[src/rtl/cte_pkg.sv]
package cte_pkg;

  localparam int YEAR_MIN     = 1970;
  localparam int YEAR_MAX     = 9999;
  localparam int MONTH_MAX    = 12;
  localparam int HOUR_MAX     = 23;
  localparam int MINUTE_MAX   = 59;
  localparam int SECOND_MAX   = 59;
  localparam int MILLI_MAX    = 999;
  localparam int OFFSET_LIMIT = 1440;

  // Reciprocal of 100 for 14-bit values: (x * RECIP100) >> RECIP_SHIFT == x / 100.
  localparam int RECIP100    = 5243;
  localparam int RECIP_SHIFT = 19;

  // Days from 0000-03-01 to 1970-01-01, plus one for the one-based day of month.
  localparam int DAYS_OFFSET = 719469;

  localparam logic [3:0] MONTH_FEB    = 4'd2;
  localparam logic [1:0] DST_SUBTRACT = 2'd1;

  localparam int YEAR_W  = 14;
  localparam int Q_W     = 8;
  localparam int DAYS_W  = 23;
  localparam int TOD_W   = 17;
  localparam int ADJ_W   = 18;
  localparam int EPOCH_W = 39;
  localparam int MICRO_W = 20;

  typedef struct packed {
    logic [13:0]        year;
    logic [3:0]         month;
    logic [4:0]         day;
    logic [4:0]         hour;
    logic [5:0]         minute;
    logic [5:0]         second;
    logic [9:0]         milli;
    logic               is_utc;
    logic signed [11:0] zone_offset_min;
    logic [1:0]         dst_code;
  } cte_item_t;

  typedef struct packed {
    logic                     range_ok;
    logic [YEAR_W-1:0]        year;
    logic [3:0]               month;
    logic [4:0]               day;
    logic [Q_W-1:0]           q_year;
    logic [Q_W-1:0]           q_yy;
    logic [DAYS_W-1:0]        yy_days;
    logic [8:0]               month_base;
    logic [TOD_W-1:0]         tod;
    logic [MICRO_W-1:0]       micros;
    logic signed [ADJ_W-1:0]  adj;
  } cte_s1_t;

  typedef struct packed {
    logic                     ok;
    logic [DAYS_W-1:0]        days;
    logic [TOD_W-1:0]         tod;
    logic [MICRO_W-1:0]       micros;
    logic signed [ADJ_W-1:0]  adj;
  } cte_s2_t;

  typedef struct packed {
    logic                      ok;
    logic signed [EPOCH_W-1:0] epoch_seconds;
    logic [MICRO_W-1:0]        micros;
  } cte_result_t;

  // Days from March 1 to the first of the month, in a year that starts in March.
  function automatic logic [8:0] month_base(input logic [3:0] m);
    logic [8:0] b;
    unique case (m)
      4'd3:    b = 9'd0;
      4'd4:    b = 9'd31;
      4'd5:    b = 9'd61;
      4'd6:    b = 9'd92;
      4'd7:    b = 9'd122;
      4'd8:    b = 9'd153;
      4'd9:    b = 9'd184;
      4'd10:   b = 9'd214;
      4'd11:   b = 9'd245;
      4'd12:   b = 9'd275;
      4'd1:    b = 9'd306;
      4'd2:    b = 9'd337;
      default: b = 9'd0;
    endcase
    return b;
  endfunction

  function automatic logic [4:0] month_len(input logic [3:0] m, input logic leap);
    logic [4:0] n;
    unique case (m) inside
      4'd1, 4'd3, 4'd5, 4'd7, 4'd8, 4'd10, 4'd12: n = 5'd31;
      4'd4, 4'd6, 4'd9, 4'd11:                    n = 5'd30;
      MONTH_FEB:                                   n = leap ? 5'd29 : 5'd28;
      default:                                     n = 5'd0;
    endcase
    return n;
  endfunction

endpackage

[src/rtl/cte_field_stage.sv]
module cte_field_stage
  import cte_pkg::*;
(
  input  logic      clk,
  input  logic      rst,
  input  logic      in_valid,
  output logic      in_ready,
  input  cte_item_t in_data,
  output logic      out_valid,
  input  logic      out_ready,
  output cte_s1_t   out_data
);

  logic                    valid;
  cte_s1_t                 data;
  cte_s1_t                 data_next;
  logic [YEAR_W-1:0]       yy;
  logic [26:0]             prod_year;
  logic [26:0]             prod_yy;
  logic signed [11:0]      off_sat;
  logic signed [ADJ_W-1:0] off60;
  logic signed [ADJ_W-1:0] dst_adj;

  assign in_ready  = !valid || out_ready;
  assign out_valid = valid;
  assign out_data  = data;

  always_comb begin
    yy = (in_data.month <= MONTH_FEB) ? in_data.year - YEAR_W'(1) : in_data.year;
    prod_year = 27'(in_data.year) * 27'(RECIP100);
    prod_yy   = 27'(yy) * 27'(RECIP100);

    if (in_data.zone_offset_min > 12'sd1440) begin
      off_sat = 12'sd1440;
    end else if (in_data.zone_offset_min < -12'sd1440) begin
      off_sat = -12'sd1440;
    end else begin
      off_sat = in_data.zone_offset_min;
    end
    off60   = ADJ_W'(off_sat) * 18'sd60;
    dst_adj = (in_data.dst_code == DST_SUBTRACT) ? 18'sd3600 : 18'sd0;

    data_next.range_ok = (in_data.year >= YEAR_W'(YEAR_MIN)) &&
                         (in_data.year <= YEAR_W'(YEAR_MAX)) &&
                         (in_data.month >= 4'd1) && (in_data.month <= 4'(MONTH_MAX)) &&
                         (in_data.day >= 5'd1) &&
                         (in_data.hour <= 5'(HOUR_MAX)) &&
                         (in_data.minute <= 6'(MINUTE_MAX)) &&
                         (in_data.second <= 6'(SECOND_MAX)) &&
                         (in_data.milli <= 10'(MILLI_MAX));
    data_next.year       = in_data.year;
    data_next.month      = in_data.month;
    data_next.day        = in_data.day;
    data_next.q_year     = prod_year[RECIP_SHIFT +: Q_W];
    data_next.q_yy       = prod_yy[RECIP_SHIFT +: Q_W];
    data_next.yy_days    = DAYS_W'(yy) * DAYS_W'(365) + DAYS_W'(yy[YEAR_W-1:2]);
    data_next.month_base = month_base(in_data.month);
    data_next.tod        = TOD_W'(in_data.hour) * TOD_W'(3600) +
                           TOD_W'(in_data.minute) * TOD_W'(60) + TOD_W'(in_data.second);
    data_next.micros     = MICRO_W'(in_data.milli) * MICRO_W'(1000);
    data_next.adj        = in_data.is_utc ? 18'sd0 : off60 + dst_adj;
  end

  always_ff @(posedge clk) begin
    if (rst) begin
      valid <= 1'b0;
    end else if (in_ready) begin
      valid <= in_valid;
    end
  end

  always_ff @(posedge clk) begin
    if (in_ready) begin
      data <= data_next;
    end
  end

endmodule

[src/rtl/cte_date_stage.sv]
module cte_date_stage
  import cte_pkg::*;
(
  input  logic    clk,
  input  logic    rst,
  input  logic    in_valid,
  output logic    in_ready,
  input  cte_s1_t in_data,
  output logic    out_valid,
  input  logic    out_ready,
  output cte_s2_t out_data
);

  logic              valid;
  cte_s2_t           data;
  cte_s2_t           data_next;
  logic [YEAR_W-1:0] rem100;
  logic              leap;
  logic [4:0]        mlen;

  assign in_ready  = !valid || out_ready;
  assign out_valid = valid;
  assign out_data  = data;

  always_comb begin
    rem100 = in_data.year - YEAR_W'(in_data.q_year) * YEAR_W'(100);
    leap   = (in_data.year[1:0] == 2'd0) &&
             ((rem100 != '0) || (in_data.q_year[1:0] == 2'd0));
    mlen   = month_len(in_data.month, leap);

    data_next.ok     = in_data.range_ok && (in_data.day <= mlen);
    data_next.days   = in_data.yy_days - DAYS_W'(in_data.q_yy) +
                       DAYS_W'(in_data.q_yy[Q_W-1:2]) + DAYS_W'(in_data.month_base) +
                       DAYS_W'(in_data.day) - DAYS_W'(DAYS_OFFSET);
    data_next.tod    = in_data.tod;
    data_next.micros = in_data.micros;
    data_next.adj    = in_data.adj;
  end

  always_ff @(posedge clk) begin
    if (rst) begin
      valid <= 1'b0;
    end else if (in_ready) begin
      valid <= in_valid;
    end
  end

  always_ff @(posedge clk) begin
    if (in_ready) begin
      data <= data_next;
    end
  end

endmodule

[src/rtl/cte_sum_stage.sv]
module cte_sum_stage
  import cte_pkg::*;
(
  input  logic        clk,
  input  logic        rst,
  input  logic        in_valid,
  output logic        in_ready,
  input  cte_s2_t     in_data,
  output logic        out_valid,
  input  logic        out_ready,
  output cte_result_t out_data
);

  logic                    scale_valid;
  logic                    scale_ready;
  logic [EPOCH_W-1:0]      day_secs;
  logic [EPOCH_W-1:0]      day_secs_next;
  logic                    ok;
  logic [TOD_W-1:0]        tod;
  logic [MICRO_W-1:0]      micros;
  logic signed [ADJ_W-1:0] adj;
  logic                    valid;
  cte_result_t             data;
  cte_result_t             data_next;

  assign in_ready    = !scale_valid || scale_ready;
  assign scale_ready = !valid || out_ready;
  assign out_valid   = valid;
  assign out_data    = data;

  assign day_secs_next = EPOCH_W'(in_data.days) * EPOCH_W'(86400);

  always_comb begin
    data_next.ok            = ok;
    data_next.epoch_seconds = '0;
    data_next.micros        = '0;
    if (ok) begin
      data_next.epoch_seconds = day_secs + EPOCH_W'(tod) -
                                {{(EPOCH_W-ADJ_W){adj[ADJ_W-1]}}, adj};
      data_next.micros        = micros;
    end
  end

  always_ff @(posedge clk) begin
    if (rst) begin
      scale_valid <= 1'b0;
      valid       <= 1'b0;
    end else begin
      if (in_ready) begin
        scale_valid <= in_valid;
      end
      if (scale_ready) begin
        valid <= scale_valid;
      end
    end
  end

  always_ff @(posedge clk) begin
    if (in_ready) begin
      day_secs <= day_secs_next;
      ok       <= in_data.ok;
      tod      <= in_data.tod;
      micros   <= in_data.micros;
      adj      <= in_data.adj;
    end
    if (scale_ready) begin
      data <= data_next;
    end
  end

endmodule

[src/rtl/calendar_to_epoch_converter.sv]
// Converts a Gregorian date and time of day into Unix seconds and microseconds, one transfer
// per clock while the output is not stalled; the four register stages (field checks and
// constant products, leap year and day count, the day-to-seconds multiply, the final sum)
// each hold one item, so a stalled output backs up without losing data. Dates outside 1970
// to 9999 or with any field out of range return ok low and zero time fields. Local times
// have the zone offset, clamped to plus or minus 1440 minutes, and one hour for daylight
// saving code 1 subtracted; UTC times ignore both.
module calendar_to_epoch_converter
  import cte_pkg::*;
(
  input  logic        clk,
  input  logic        rst,
  input  logic        s_tvalid,
  output logic        s_tready,
  // year, month, day, hour, minute, second, milli, zone_offset_min, dst_code
  input  logic [63:0] s_tdata,
  // is_utc
  input  logic        s_tuser,
  output logic        m_tvalid,
  input  logic        m_tready,
  // epoch_seconds, micros, zero padding
  output logic [63:0] m_tdata,
  // ok
  output logic        m_tuser
);

  cte_item_t   item;
  logic        s1_valid;
  logic        s1_ready;
  cte_s1_t     s1_data;
  logic        s2_valid;
  logic        s2_ready;
  cte_s2_t     s2_data;
  cte_result_t result;

  assign item.year            = s_tdata[13:0];
  assign item.month           = s_tdata[17:14];
  assign item.day             = s_tdata[22:18];
  assign item.hour            = s_tdata[27:23];
  assign item.minute          = s_tdata[33:28];
  assign item.second          = s_tdata[39:34];
  assign item.milli           = s_tdata[49:40];
  assign item.is_utc          = s_tuser;
  assign item.zone_offset_min = s_tdata[61:50];
  assign item.dst_code        = s_tdata[63:62];

  cte_field_stage u_field (
    .clk       (clk),
    .rst       (rst),
    .in_valid  (s_tvalid),
    .in_ready  (s_tready),
    .in_data   (item),
    .out_valid (s1_valid),
    .out_ready (s1_ready),
    .out_data  (s1_data)
  );

  cte_date_stage u_date (
    .clk       (clk),
    .rst       (rst),
    .in_valid  (s1_valid),
    .in_ready  (s1_ready),
    .in_data   (s1_data),
    .out_valid (s2_valid),
    .out_ready (s2_ready),
    .out_data  (s2_data)
  );

  cte_sum_stage u_sum (
    .clk       (clk),
    .rst       (rst),
    .in_valid  (s2_valid),
    .in_ready  (s2_ready),
    .in_data   (s2_data),
    .out_valid (m_tvalid),
    .out_ready (m_tready),
    .out_data  (result)
  );

  assign m_tdata = {5'b0, result.micros, result.epoch_seconds};
  assign m_tuser = result.ok;

endmodule
[config.mk]
export PLATFORM = sky130hd
export DESIGN_NAME = calendar_to_epoch_converter
export DESIGN_NICKNAME = d
export VERILOG_FILES = /design/src/rtl/cte_pkg.sv /design/src/rtl/cte_field_stage.sv /design/src/rtl/cte_date_stage.sv /design/src/rtl/cte_sum_stage.sv /design/src/rtl/calendar_to_epoch_converter.sv
export SDC_FILE = /design/constraint.sdc
export NUM_CORES = 2
export LEC_CHECK = 0
export BUFFER_PORTS_ARGS = -buffer_cell sky130_fd_sc_hd__buf_2
export CAP_MARGIN = 30
export CORE_MARGIN = 2
export CORE_UTILIZATION = 66
export DETAILED_ROUTE_END_ITERATION = 8
export MAX_ROUTING_LAYER = met4
export PLACE_DENSITY = 0.84
export SYNTH_ARGS = -nofsm -noshare
export SYNTH_HDL_FRONTEND = slang
export SYNTH_SLANG_ARGS = --single-unit
[constraint.sdc]
create_clock -name clk -period 13.9 [get_ports clk]
set_input_delay 1.39 -clock clk [delete_from_list [all_inputs] [get_ports clk]]
set_output_delay 1.39 -clock clk [all_outputs]
set_load 0.01 [all_outputs]
==> flow_summary_export.csv <==
group,metric,value,unit
die,initial_core_util,66.8,%
cts,clk_pin_slew,0.06,ns
detailed_routing,drc,0,
cts,cts_tree,"done",
place,place.gp.congestion,0.960,
place,portBuffers,127,
critical_path,crit_path_start_kind,"primary input",
die,die_area,55000,um^2
timing,fin_crit_sh,60.2,%
layout,nFillCells,3622,
synth,yosys_warnings,0,
detailed_routing,routedWlPerCell,17.4,um
critical_path,cp_max_fo,14,
synth,synth.area.top_cells,"edfxtp_1, ha_1, fa_1",
run_status,outcome,"finished clean",
layout,drive_gt1_share,6.85,%
cts,cts-root-buf,"clkbuf_16",
timing,fin_skew,0.0166,ns
timing,layout_min_cycle_time,8.36,ns
die,die_w,235,um
timing,finalHoldViolCount,0,
synth,async_reset_ff_share,0,%
hold_path,hold_class,"reg2reg",
run,maxCapViolations,0,
synth,synth-main-ff-cell,"edfxtp_1",
detailed_routing,viasPerCell,5.57,
die,row_count,84,
critical_path,critical_path_class,"in2reg",
global_route,grt_max_degree,75,
die,core_area,52600,um^2
layout,final_util,72.0,%
synth,synth.most_common_cell,"inv_1",
synth,yosysTopAreaCellShare,28.8,%
timing,rsz0062_at_grt,"no",
synth,synth_edf_count,336,
detailed_routing,wl,71400,um
timing,slew_violations,0,
global_route,antenna_found_initial,6,
synth,synth_area_leader_cell,"edfxtp_1",
place,hpwlAfterDp,58200,um
synth,yosysSeqAreaShare,29.0,%
synth,ys_ff_latch,340,
global_route,overflow,0,
detailed_routing,ant_nets,0,
timing,clock.fmax,0.120,GHz
cts,cts_sinks,340,
critical_path,critPathCaptureType,"flop",
synth,synthTopCellsByCount,"inv_1, ha_1, edfxtp_1, fa_1, nor2_1",
timing,max_slew.worst_pin.slew,0.958,ns
place,dp_cells,4024,
synth,yosysUniqueCellTypes,79,
layout,syn_to_final_growth,7.86,%
die,die_y,235,um
cts,cts_buffers,36,
cts,clk_latency,0.56,ns
detailed_routing,vias,22800,
timing,setup_violations,0,
synth,avgSynthCellArea,10.9,um^2
cts,cts_hold_buf,0,
cts,cts_resized,0,
critical_path,cp_data_arrival_time,8.65,ns
cts,cts_htree_levels,2,
timing,finalSetupTns,0,ns
detailed_routing,firstDrtPassIters,8,
global_route,grt_pass1_vias,24500,
synth,postSynthCellCount,3211,
global_route,grt_pass1_wl,119000,um
detailed_routing,drtIter0Drc,1245,
layout,fin_cells,4095,
timing,relSlewSlack,36.1,%
critical_path,required,14.19,ns
synth,synthesis.area,35100,um^2
cts,clock_path_buffers,3,
cts,cts_setup_buffers,0,
global_route,grt_usage,28.1,%
layout,nets,4425,
die,ios,136,
## per-layer routing
metal | share of wire, % | GRT usage, % | vias to the layer above | wire length (um)
li1 | - | - | 11100 | -
met1 | 40 | 32.5 | 11100 | 28700
met2 | 52 | 50.5 | 528 | 37300
met3 | 4.1 | 3.08 | 157 | 2900
met4 | 3.3 | 10.1 | 0 | 2390
met5 | 0 | - | - | 0
## through the flow
| step | area (um^2) | worst slack, ns | hold slack, ns |
|---|---|---|---|
| after CTS | 37800 | 5.55 | 0.412 |
| after detailed placement | 36700 | 4.97 | 0.405 |
| after global routing | 37800 | 4.94 | 0.418 |
| after floorplan | 35100 | 6.03 | 0.400 |
| final | 37800 | 5.54 | 0.413 |
| after global placement | 36600 | 5.13 | 0.401 |
## registers in the layout, indices dropped and copies added (netlist names), 16 cells and up
register,count
u_field.out_data,122
u_sum.day_secs,32
u_sum.tod,17
u_sum.adj,16
u_sum.micros,17
u_date.out_data,74
u_sum.out_data,57
## area by class of cell
cell class / instances / area (um^2) / share of cell area, %
clock inverters: 25 / 254 / 0.671
inverters: 717 / 2690 / 7.11
diodes: 6 / 15.0 / 0.0397
clock buffers: 40 / 926 / 2.45
flip-flops and latches: 340 / 10200 / 26.9
repair buffers: 142 / 781 / 2.06
multi-input cells: 2137 / 22200 / 58.5
well taps: 688 / 861 / 2.27
## worst paths after layout
path	from	to	slack, ns	cells after the start
max	s_tdata[17]	u_field.out_data[94]	5.54	20
min	u_field.out_data[46]	u_date.out_data[46]	0.41	0
max reg2reg	u_date.out_data[58]	u_sum.day_secs[38]	8.57	19
min reg2reg	u_field.out_data[46]	u_date.out_data[46]	0.41	0
## cell usage in the layout (no fill, tap or decap), types with 42 or more instances in the layout
cell	netlist	routed
o21ai_0	64	63
xnor2_1	143	143
inv_1	717	715
nor2_1	148	148
xor2_1	63	63
ha_1	659	659
edfxtp_1	336	336
a21o_1	66	66
a21oi_1	122	122
nor2b_1	42	42
fa_1	323	323
buf_2	0	127
nand2_1	83	81
## kinds of logic (layout without fill, tap and decap cells)
kind of cell,count (synthesis),after routing,share of synthesized area (%)
buffers and inverters,741,924,8.01
XOR/XNOR,207,207,5.21
adder cells (fa/ha/maj),982,982,41.9
AND/OR/NAND/NOR,481,481,6.79
flip-flops,340,340,29.0
AO/OA/AOI/OAI,451,451,8.81
multiplexers,8,8,0.264
other,1,14,0.0107
## critical path, cell delays in order
cell       delay [ns]
buf_2            0.19
a211oi_1         0.70
nand3_1          0.22
nor2_1           0.29
nand2_1          0.13
xnor2_1          0.53
inv_1            0.30
ha_1             0.49
fa_1             0.50
fa_1             0.57
fa_1             0.45
fa_1             0.51
ha_1             0.32
a2111oi_0        0.36
nand3_1          0.11
a311o_1          0.40
a221oi_2         0.51
o21ai_1          0.25
o41ai_2          0.32
xnor2_1          0.11
Power is not shown: default switching activity piles up to over one toggle a cycle in this logic, so the estimate is an artifact.
